## config.mk

```make
export PLATFORM = sky130hd
export DESIGN_NAME = frequency_combination_search
export DESIGN_NICKNAME = d
export VERILOG_FILES = /design/src/fcs_pkg.sv /design/src/frequency_combination_search.sv
export SDC_FILE = /design/constraint.sdc
export NUM_CORES = 2
export LEC_CHECK = 0
export BUFFER_PORTS_ARGS = -buffer_cell sky130_fd_sc_hd__buf_2
export CELL_PAD_IN_SITES_DETAIL_PLACEMENT = 0
export CELL_PAD_IN_SITES_GLOBAL_PLACEMENT = 1
export CORE_MARGIN = 5
export CORE_UTILIZATION = 40
export CTS_BUF_LIST = sky130_fd_sc_hd__clkbuf_4
export DETAILED_ROUTE_END_ITERATION = 7
export PLACE_DENSITY = 0.69
export SYNTH_ARGS = -nofsm -noshare
export SYNTH_HDL_FRONTEND = slang
export SYNTH_SLANG_ARGS = --single-unit
```

## constraint.sdc

```tcl
create_clock -name clk -period 8.8 [get_ports clk]
set_clock_uncertainty 0.05 [all_clocks]
set_input_delay 2.64 -clock clk [delete_from_list [all_inputs] [get_ports clk]]
set_output_delay 2.64 -clock clk [all_outputs]
set_load 0.005 [all_outputs]
```

## src/fcs_pkg.sv

```systemverilog
// ----------------------------------------------------------------------------
// fcs_pkg: shared types and constants for the frequency combination search
// Field widths, register reset values, result codes and sequencer states.
// ----------------------------------------------------------------------------
package fcs_pkg;

  // Field widths
  localparam int FREQ_W     = 31;  // stored frequency, 1/1024 microHz
  localparam int FIELD_IDX_W = 6;  // index fields on the stream
  localparam int REG_W      = 20;  // tolerance and alias spacing
  localparam int RES_W      = 21;  // signed residual
  localparam int ALU_W      = 35;  // signed width of the shared adder
  localparam int SPAN_W     = 7;   // holds INDEX_SPAN itself
  localparam int INDEX_SPAN = 64;  // results never run past index 63

  // Stream packing
  localparam int S_TDATA_W = 48;
  localparam int S_TUSER_W = 2;
  localparam int M_TDATA_W = 80;

  // Configuration port
  localparam int APB_ADDR_W = 3;
  localparam int APB_DATA_W = 32;
  localparam logic REG_TOLERANCE = 1'b0;  // byte address 0
  localparam logic REG_ALIAS     = 1'b1;  // byte address 4

  localparam logic [REG_W-1:0] TOLERANCE_RESET = 20'd410;    // 0.4 microHz
  localparam logic [REG_W-1:0] ALIAS_RESET     = 20'd11848;  // 11.57 microHz

  // Item kinds
  localparam logic OP_APPEND = 1'b0;
  localparam logic OP_SEARCH = 1'b1;

  // Match codes
  typedef logic [1:0] code_t;
  localparam code_t CODE_NONE  = 2'd0;
  localparam code_t CODE_EXACT = 2'd1;
  localparam code_t CODE_MINUS = 2'd2;
  localparam code_t CODE_PLUS  = 2'd3;

  // Which sum is under test
  typedef enum logic [1:0] {
    T_SUM,        // A + B
    T_DBL_FIRST,  // 2A + B
    T_DBL_SECOND  // A + 2B
  } test_t;

  // Sequencer states
  typedef enum logic [2:0] {
    S_IDLE,
    S_LD_A,
    S_LD_C,
    S_LD_2,
    S_LD_B,
    S_DIFF,
    S_CAND,
    S_OUT
  } state_t;

endpackage

```

## src/frequency_combination_search.sv

```systemverilog
// ----------------------------------------------------------------------------
// frequency_combination_search
// Keeps a list of frequencies and, per search beat, tests A+B, 2A+B and A+2B
// against a target C for every B from A's index upward, one result beat each.
// ----------------------------------------------------------------------------
//
//  channel  | direction | signals                                | beat
//  ---------+-----------+----------------------------------------+----------------------
//  s_*      | in        | s_tvalid s_tready s_tdata s_tuser      | append or search
//  m_*      | out       | m_tvalid m_tready m_tdata m_tuser m_tlast | one result
//  APB      | in/out    | psel penable pwrite paddr pwdata prdata pready | tolerance, alias
//
//  An append beat is written while the block stays idle. A search beat steps
//  through the accept, the reads of A and C and forming A-C and 2A-C, while
//  the first B is read. Each result then takes, for each of the three sums,
//  one add plus one to three tolerance checks through the single shared adder,
//  then the result beat; every later result adds a step to read its B.
//  A bad index goes straight to its one result beat.
//  s_tready is low from a search beat until its last result beat is taken;
//  a stalled result holds the sequencer. Reset empties the list and loads the
//  register defaults; the frequency memory itself is not cleared.
//
module frequency_combination_search #(
  parameter int MAX_FREQS = 64
) (
  input  logic                              clk,
  input  logic                              rst,
  // input stream
  input  logic                              s_tvalid,
  output logic                              s_tready,
  // freq_value[30:0], target_index[36:31], first_index[42:37], zero fill
  input  logic [fcs_pkg::S_TDATA_W-1:0]     s_tdata,
  // op[0], restart_list[1]
  input  logic [fcs_pkg::S_TUSER_W-1:0]     s_tuser,
  // result stream
  output logic                              m_tvalid,
  input  logic                              m_tready,
  // second_index[5:0], sum_code[7:6], sum_residual[28:8],
  // double_first_code[30:29], double_first_residual[51:31],
  // double_second_code[53:52], double_second_residual[74:54], zero fill
  output logic [fcs_pkg::M_TDATA_W-1:0]     m_tdata,
  // bad_index[0]
  output logic                              m_tuser,
  output logic                              m_tlast,
  // configuration port
  input  logic                              psel,
  input  logic                              penable,
  input  logic                              pwrite,
  input  logic [fcs_pkg::APB_ADDR_W-1:0]    paddr,
  input  logic [fcs_pkg::APB_DATA_W-1:0]    pwdata,
  output logic [fcs_pkg::APB_DATA_W-1:0]    prdata,
  output logic                              pready
);
  import fcs_pkg::*;

  localparam int IDX_W = (MAX_FREQS > 1) ? $clog2(MAX_FREQS) : 1;
  localparam int CNT_W = $clog2(MAX_FREQS + 1);
  localparam int CMP_W = (CNT_W > SPAN_W) ? CNT_W : SPAN_W;

  // Configuration registers
  logic [REG_W-1:0] match_tolerance;
  logic [REG_W-1:0] alias_spacing;

  // List storage
  logic [FREQ_W-1:0] freq_mem [MAX_FREQS];
  logic [FREQ_W-1:0] mem_rdata;
  logic [IDX_W-1:0]  rd_addr;
  logic [IDX_W-1:0]  wr_addr;
  logic              wr_en;
  logic [CNT_W-1:0]  stored_count;

  // Sequencer
  state_t state;
  state_t state_next;
  test_t  test;
  code_t  try_code;

  // Search operands
  logic [FIELD_IDX_W-1:0]   k_reg;
  logic [SPAN_W-1:0]        j_cnt;
  logic [FREQ_W-1:0]        a_val;
  logic [FREQ_W-1:0]        b_val;
  logic signed [ALU_W-1:0]  amc;   // A - C
  logic signed [ALU_W-1:0]  a2mc;  // 2A - C
  logic signed [ALU_W-1:0]  d_val;

  // Result registers
  logic                     bad_flag;
  code_t                    sum_code;
  code_t                    dfirst_code;
  code_t                    dsecond_code;
  logic [RES_W-1:0]         sum_res;
  logic [RES_W-1:0]         dfirst_res;
  logic [RES_W-1:0]         dsecond_res;

  // Stream fields
  logic                     in_op;
  logic                     in_restart;
  logic [FREQ_W-1:0]        in_freq;
  logic [FIELD_IDX_W-1:0]   in_target;
  logic [FIELD_IDX_W-1:0]   in_first;
  logic                     in_accept;
  logic                     out_accept;

  // Shared adder
  logic signed [ALU_W-1:0]  alu_x;
  logic signed [ALU_W-1:0]  alu_y;
  logic                     alu_sub;
  logic signed [ALU_W-1:0]  alu_sum;
  logic signed [ALU_W-1:0]  tol_s;
  logic                     cand_match;
  logic                     test_done;
  code_t                    hit_code;
  logic [RES_W-1:0]         hit_res;
  code_t                    try_code_next;

  // Bounds
  logic [CMP_W-1:0]         cnt_ext;
  logic [CMP_W-1:0]         end_ext;
  logic                     in_bad;
  logic                     last_result;

  assign in_freq    = s_tdata[30:0];
  assign in_target  = s_tdata[36:31];
  assign in_first   = s_tdata[42:37];
  assign in_op      = s_tuser[0];
  assign in_restart = s_tuser[1];

  assign in_accept  = s_tvalid & s_tready;
  assign out_accept = m_tvalid & m_tready;

  // ---------------------------------------------------------------------------
  // Configuration port
  // ---------------------------------------------------------------------------
  assign pready = 1'b1;

  always_ff @(posedge clk) begin
    if (rst) begin
      match_tolerance <= TOLERANCE_RESET;
      alias_spacing   <= ALIAS_RESET;
    end else if (psel & penable & pwrite & pready) begin
      if (paddr[2] == REG_TOLERANCE) begin
        match_tolerance <= pwdata[REG_W-1:0];
      end else begin
        alias_spacing <= pwdata[REG_W-1:0];
      end
    end
  end

  assign prdata = (paddr[2] == REG_ALIAS) ? APB_DATA_W'(alias_spacing)
                                          : APB_DATA_W'(match_tolerance);

  // ---------------------------------------------------------------------------
  // List bounds
  // ---------------------------------------------------------------------------
  assign cnt_ext = CMP_W'(stored_count);
  assign end_ext = (cnt_ext >= CMP_W'(INDEX_SPAN)) ? CMP_W'(INDEX_SPAN) : cnt_ext;
  assign in_bad  = (CMP_W'(in_target) >= cnt_ext) | (CMP_W'(in_first) >= cnt_ext);
  assign last_result = bad_flag | ((CMP_W'(j_cnt) + CMP_W'(1)) == end_ext);

  // ---------------------------------------------------------------------------
  // Frequency memory: append writes, registered read
  // ---------------------------------------------------------------------------
  assign wr_en   = in_accept & (in_op == OP_APPEND) &
                   (in_restart | (stored_count < CNT_W'(MAX_FREQS)));
  assign wr_addr = in_restart ? '0 : IDX_W'(stored_count);

  always_comb begin
    unique case (state)
      S_IDLE:  rd_addr = IDX_W'(in_first);
      S_LD_A:  rd_addr = IDX_W'(k_reg);
      S_OUT:   rd_addr = IDX_W'(j_cnt + SPAN_W'(1));
      default: rd_addr = IDX_W'(j_cnt);
    endcase
  end

  always_ff @(posedge clk) begin
    if (wr_en) begin
      freq_mem[wr_addr] <= in_freq;
    end
    mem_rdata <= freq_mem[rd_addr];
  end

  always_ff @(posedge clk) begin
    if (rst) begin
      stored_count <= '0;
    end else if (wr_en) begin
      stored_count <= in_restart ? CNT_W'(1) : stored_count + CNT_W'(1);
    end
  end

  // ---------------------------------------------------------------------------
  // Shared adder: operand selection per sequencer step
  // ---------------------------------------------------------------------------
  always_comb begin
    alu_x   = '0;
    alu_y   = '0;
    alu_sub = 1'b0;
    unique case (state)
      S_LD_C: begin
        alu_x   = ALU_W'(a_val);
        alu_y   = ALU_W'(mem_rdata);
        alu_sub = 1'b1;
      end
      S_LD_2: begin
        // 2A - C as (A - C) + A; the memory already returns B here
        alu_x = amc;
        alu_y = ALU_W'(a_val);
      end
      S_DIFF: begin
        alu_x = (test == T_DBL_FIRST) ? a2mc : amc;
        alu_y = (test == T_DBL_SECOND) ? ALU_W'({b_val, 1'b0}) : ALU_W'(b_val);
      end
      S_CAND: begin
        alu_x   = d_val;
        alu_y   = (try_code == CODE_EXACT) ? '0 : ALU_W'(alias_spacing);
        alu_sub = (try_code == CODE_MINUS);
      end
      default: begin
        alu_x = '0;
      end
    endcase
  end

  assign alu_sum = alu_x + (alu_sub ? ~alu_y : alu_y) + ALU_W'(alu_sub);

  // Strict window check on the candidate residual
  assign tol_s      = signed'(ALU_W'(match_tolerance));
  assign cand_match = (alu_sum < tol_s) & (alu_sum > -tol_s);
  assign test_done  = cand_match | (try_code == CODE_PLUS);
  assign hit_code   = cand_match ? try_code : CODE_NONE;
  assign hit_res    = cand_match ? alu_sum[RES_W-1:0] : '0;

  always_comb begin
    unique case (try_code)
      CODE_EXACT: try_code_next = CODE_MINUS;
      CODE_MINUS: try_code_next = CODE_PLUS;
      default:    try_code_next = CODE_PLUS;
    endcase
  end

  // ---------------------------------------------------------------------------
  // Sequencer: state register
  // ---------------------------------------------------------------------------
  always_ff @(posedge clk) begin
    if (rst) begin
      state <= S_IDLE;
    end else begin
      state <= state_next;
    end
  end

  // Next state and handshake outputs
  always_comb begin
    state_next = state;
    s_tready   = 1'b0;
    m_tvalid   = 1'b0;
    unique case (state)
      S_IDLE: begin
        s_tready = 1'b1;
        if (s_tvalid && in_op == OP_SEARCH) begin
          state_next = in_bad ? S_OUT : S_LD_A;
        end
      end
      S_LD_A: state_next = S_LD_C;
      S_LD_C: state_next = S_LD_2;
      S_LD_2: state_next = S_DIFF;
      S_LD_B: state_next = S_DIFF;
      S_DIFF: state_next = S_CAND;
      S_CAND: begin
        if (test_done) begin
          state_next = (test == T_DBL_SECOND) ? S_OUT : S_DIFF;
        end
      end
      S_OUT: begin
        m_tvalid = 1'b1;
        if (m_tready) begin
          state_next = last_result ? S_IDLE : S_LD_B;
        end
      end
      default: state_next = S_IDLE;
    endcase
  end

  // ---------------------------------------------------------------------------
  // Datapath registers
  // ---------------------------------------------------------------------------
  always_ff @(posedge clk) begin
    unique case (state)
      S_IDLE: begin
        if (in_accept && in_op == OP_SEARCH) begin
          k_reg    <= in_target;
          j_cnt    <= in_bad ? '0 : SPAN_W'(in_first);
          bad_flag <= in_bad;
          test     <= T_SUM;
          // a bad index result carries all-zero codes and residuals
          sum_code     <= CODE_NONE;
          dfirst_code  <= CODE_NONE;
          dsecond_code <= CODE_NONE;
          sum_res      <= '0;
          dfirst_res   <= '0;
          dsecond_res  <= '0;
        end
      end
      S_LD_A: a_val <= mem_rdata;
      S_LD_C: amc   <= alu_sum;
      S_LD_2: begin
        a2mc  <= alu_sum;
        b_val <= mem_rdata;
      end
      S_LD_B: b_val <= mem_rdata;
      S_DIFF: begin
        d_val    <= alu_sum;
        try_code <= CODE_EXACT;
      end
      S_CAND: begin
        if (test_done) begin
          // store the verdict for this sum and move to the next one
          unique case (test)
            T_SUM: begin
              sum_code <= hit_code;
              sum_res  <= hit_res;
              test     <= T_DBL_FIRST;
            end
            T_DBL_FIRST: begin
              dfirst_code <= hit_code;
              dfirst_res  <= hit_res;
              test        <= T_DBL_SECOND;
            end
            default: begin
              dsecond_code <= hit_code;
              dsecond_res  <= hit_res;
              test         <= T_SUM;
            end
          endcase
        end else begin
          try_code <= try_code_next;
        end
      end
      S_OUT: begin
        // advance to the next B once this beat is taken
        if (out_accept && !last_result) begin
          j_cnt <= j_cnt + SPAN_W'(1);
        end
      end
      default: begin
        test <= T_SUM;
      end
    endcase
  end

  // ---------------------------------------------------------------------------
  // Result beat
  // ---------------------------------------------------------------------------
  assign m_tdata = {5'b0,
                    dsecond_res, dsecond_code,
                    dfirst_res, dfirst_code,
                    sum_res, sum_code,
                    j_cnt[FIELD_IDX_W-1:0]};
  assign m_tuser = bad_flag;
  assign m_tlast = last_result;

endmodule
```

==> impl_metrics.json <==
{
  "core-area_mm2": 0.241,
  "r2r_start": "state[0]",
  "ys_warn_count": 0,
  "hold_end": "b_val[24]",
  "drc": 1,
  "tns_ps": 0,
  "rsz0062_at_grt": "false",
  "cp.arrival_ps": 8670,
  "postCtsResizedCells": 0,
  "grt_pass1_wl_mm": 405,
  "power_w": 0.0396,
  "min_path_type": "register to register",
  "slew_headroom_pct": 5.04,
  "p_int_w": 0.0236,
  "dr.pass1.iters": 8,
  "cts_buffer_depth": 4,
  "yosysSeqAreaShare_pct": 70.9,
  "synth_edf_count": 2238,
  "timing.final.crit_share_pct": 86.9,
  "seqPwrFrac_pct": 33.7,
  "die_area_mm2": 0.253,
  "grt_max_degree": 162,
  "status": "finished, violations left",
  "p_leak_nw": 37.5,
  "start_util_pct": 40.3,
  "worstHoldStart": "mem_rdata[24]",
  "globalRouteTotalUtil_pct": 21.6,
  "ant_nets": 0,
  "cts_tree": "built",
  "hold_slack_ps": 407,
  "rrSetupSlack_ps": 1150,
  "cts_buffers": 614,
  "worst_pin_slew_ps": 1410,
  "violations": "design-rule violations",
  "postSynth.asyncResetShare_pct": 0,
  "synth_area_per_cell_um2": 13.9,
  "critPathCaptureType": "register",
  "final_nets": 7744,
  "dp_slack_ps": 1230,
  "cts_setup_buffers": 0,
  "ys.flop_type": "edfxtp_1",
  "antenna_found_initial": 10,
  "htree_num_levels": 6,
  "synthCells": 6969,
  "cp-start-kind": "register",
  "path_clk_slew_ps": 70,
  "fp-row-count": 180,
  "setup_viol": 0,
  "clkLatencyLatePin_ps": 1410,
  "grt_pass1_vias": 61600,
  "min_delay_path_depth": 0,
  "vias": 63000,
  "die_height_um": 503,
  "drv_cap": 0,
  "portBuffers": 171,
  "pwr-share-clk_pct": 23.3,
  "yosysUniqueCellTypes": 85,
  "drive_above_1_share_pct": 19.5,
  "finalHoldViolations": 0,
  "p_sw_share_pct": 40.5,
  "worst_ep_required_time_ps": 9820,
  "nFillCells": 21400,
  "overflow": 0,
  "r2r-end": "dfirst_res[4]",
  "crit_type": "register to register",
  "postCtsHoldBufs": 0,
  "dpl.hpwl_mm": 160,
  "fmax_ghz": 0.131,
  "comb_power_share_pct": 43.0,
  "wl_per_cell_um": 25.0,
  "numClockSinks": 2319,
  "drt_iter0_drc": 5874,
  "fp.dieW_um": 503,
  "place_congestion": 0.870,
  "vdd_drop_max_uv": 404,
  "p_switching_w": 0.0160,
  "largest_reg_flops": 1984,
  "reg2regPathDepth": 21,
  "cp_max_fo": 23,
  "ys_seq_elements": 2319,
  "io_pins": 209,
  "wl_mm": 279,
  "setup_slack_ps": 1150,
  "period_minus_slack_ps": 7650,
  "largest-register": "freq_mem",
  "via_per_inst": 5.65,
  "area_delta_synth_final_pct": 14.1,
  "root_buffer": "clkbuf_4",
  "timing.final.max_slew_violations": 0,
  "netlist_area_mm2": 0.0971,
  "powerDensity_mw_per_mm2": 358
}
## layout make-up
type                            instances  area, um^2  share of cell area, %
Sequential cell                      2319       68800                   62.2
Multi-Input combinational cell       4085       26600                   24.0
Clock buffer                          884        6640                   5.99
Tap cell                             3185        3990                   3.60
Timing Repair Buffer                  474        3530                   3.19
Clock inverter                        143         933                  0.843
Inverter                               56         210                  0.190
Antenna cell                            5        12.5                 0.0113
## Yosys cell counts, types with 9 or more instances
cell type | n | area share, %
xor2_1 | 12 | 0.11
mux2_2 | 33 | 0.38
buf_2 | 22 | 0.11
xnor2_1 | 65 | 0.59
and3_1 | 95 | 0.61
nand4_1 | 26 | 0.17
nand2b_1 | 16 | 0.10
o21ai_0 | 91 | 0.47
nand3b_1 | 9 | 0.070
a21o_1 | 25 | 0.19
clkbuf_1 | 427 | 1.7
inv_1 | 54 | 0.21
ha_1 | 101 | 1.3
a31oi_1 | 129 | 0.83
a222oi_1 | 24 | 0.25
and2_1 | 368 | 2.4
nand3_1 | 114 | 0.59
nor3_1 | 21 | 0.11
o211ai_1 | 14 | 0.11
a311oi_1 | 186 | 1.7
mux2i_1 | 264 | 2.7
nor2b_1 | 76 | 0.49
buf_4 | 25 | 0.19
o31ai_1 | 66 | 0.51
dfxtp_1 | 81 | 1.7
o21a_1 | 13 | 0.10
nor2_1 | 179 | 0.69
a221oi_1 | 14 | 0.13
a211oi_1 | 634 | 4.9
o22ai_1 | 41 | 0.26
edfxtp_1 | 2238 | 69
nand2_1 | 1085 | 4.2
o311ai_0 | 127 | 1.1
buf_1 | 49 | 0.19
a21oi_1 | 146 | 0.75
## stage by stage
stage / area (um^2) / utilization, % / instances
6_report: 111000 / 46.0 / 11200
3_5_place_dp: 103000 / 42.8 / 10100
2_1_floorplan: 97100 / - / 6985
5_1_grt: 111000 / 46.0 / 11100
3_3_place_gp: 103000 / 42.8 / 10100
4_1_cts: 111000 / 45.9 / 11100
## cell usage in the layout (no fill, tap or decap), types with 13 or more instances in the layout
| master | netlist | final |
|---|---|---|
| xnor2_1 | 65 | 65 |
| o31ai_1 | 66 | 66 |
| o22ai_1 | 41 | 40 |
| nor2_4 | 0 | 65 |
| a222oi_1 | 24 | 24 |
| mux2_2 | 33 | 33 |
| a21o_1 | 25 | 23 |
| nand3_1 | 114 | 114 |
| and3_1 | 95 | 95 |
| inv_1 | 54 | 53 |
| nand4_1 | 26 | 26 |
| o21ai_0 | 91 | 91 |
| o211ai_1 | 14 | 14 |
| nand2b_1 | 16 | 15 |
| dfxtp_1 | 81 | 79 |
| nor2_1 | 179 | 114 |
| a211oi_1 | 634 | 633 |
| edfxtp_1 | 2238 | 2238 |
| a21oi_1 | 146 | 139 |
| nor2b_1 | 76 | 74 |
| mux2i_1 | 264 | 264 |
| buf_2 | 22 | 171 |
| a31oi_1 | 129 | 129 |
| o311ai_0 | 127 | 121 |
| and2_1 | 368 | 368 |
| clkinv_2 | 0 | 16 |
| a311oi_1 | 186 | 186 |
| clkbuf_4 | 0 | 884 |
| nor3_1 | 21 | 20 |
| nand2_1 | 1085 | 1085 |
| conb_1 | 2 | 18 |
| ha_1 | 101 | 101 |
| bufinv_16 | 0 | 13 |
| buf_4 | 25 | 271 |
| clkinv_1 | 1 | 97 |
| buf_12 | 0 | 32 |
| a221oi_1 | 14 | 14 |
## worst max-delay path: stages, from the launching register on
cell      delay [ps]
dfxtp_2          700
mux2_2           430
a32o_2           260
o221a_4          340
nor2_1           250
inv_1            140
fa_1             470
nand2b_1         200
a21oi_1          390
o211a_1          330
nor2_1            80
xnor2_1          370
buf_4            260
ha_1             260
nor2b_1          130
o21ai_0          360
nand4b_1         130
or4_1            470
nor4_2           320
a41oi_2          290
a211oi_4         720
and3_1           380
## routing by layer
metal  wire length, um  track usage (%)  vias up
li1                  -                -    28500
met2            127000             33.5     2631
met1            121000             30.1    31500
met4              8780             8.05        2
met3             22900             4.39      399
met5                20                0        -
## cells by family after synthesis
group | synth area share [%]
AOI/OAI and AO/OA | 11.8
xor gates and xnor gates | 0.695
adders and majority gates | 1.32
buffers and inverters | 2.39
DFF | 70.9
muxes | 3.12
other | 0.00774
and+or+nand+nor | 9.73
## worst max path at each step
stage | start | end | slack [ps] | cells after the start
after floorplan | state[1] | dfirst_code[0] | 730 | 27
after detailed placement | state[0] | dfirst_res[4] | 1230 | 19
after CTS | state[0] | sum_res[4] | 1120 | 19
final | state[0] | dfirst_res[4] | 1150 | 21
after global routing | state[0] | sum_res[4] | 730 | 25
after global placement | state[0] | sum_res[3] | 1240 | 20
## power by group through the flow
stage	registers, W	logic (W)	clock network [W]
after floorplan	0.0134	0.0101	0
after global placement	0.0135	0.0168	0
after detailed placement	0.0136	0.0170	0
after CTS	0.0133	0.0170	0.00949
after global routing	0.0134	0.0183	0.0101
final	0.0133	0.0170	0.00925
No activity file was read; power rests on OpenSTA's default activity.
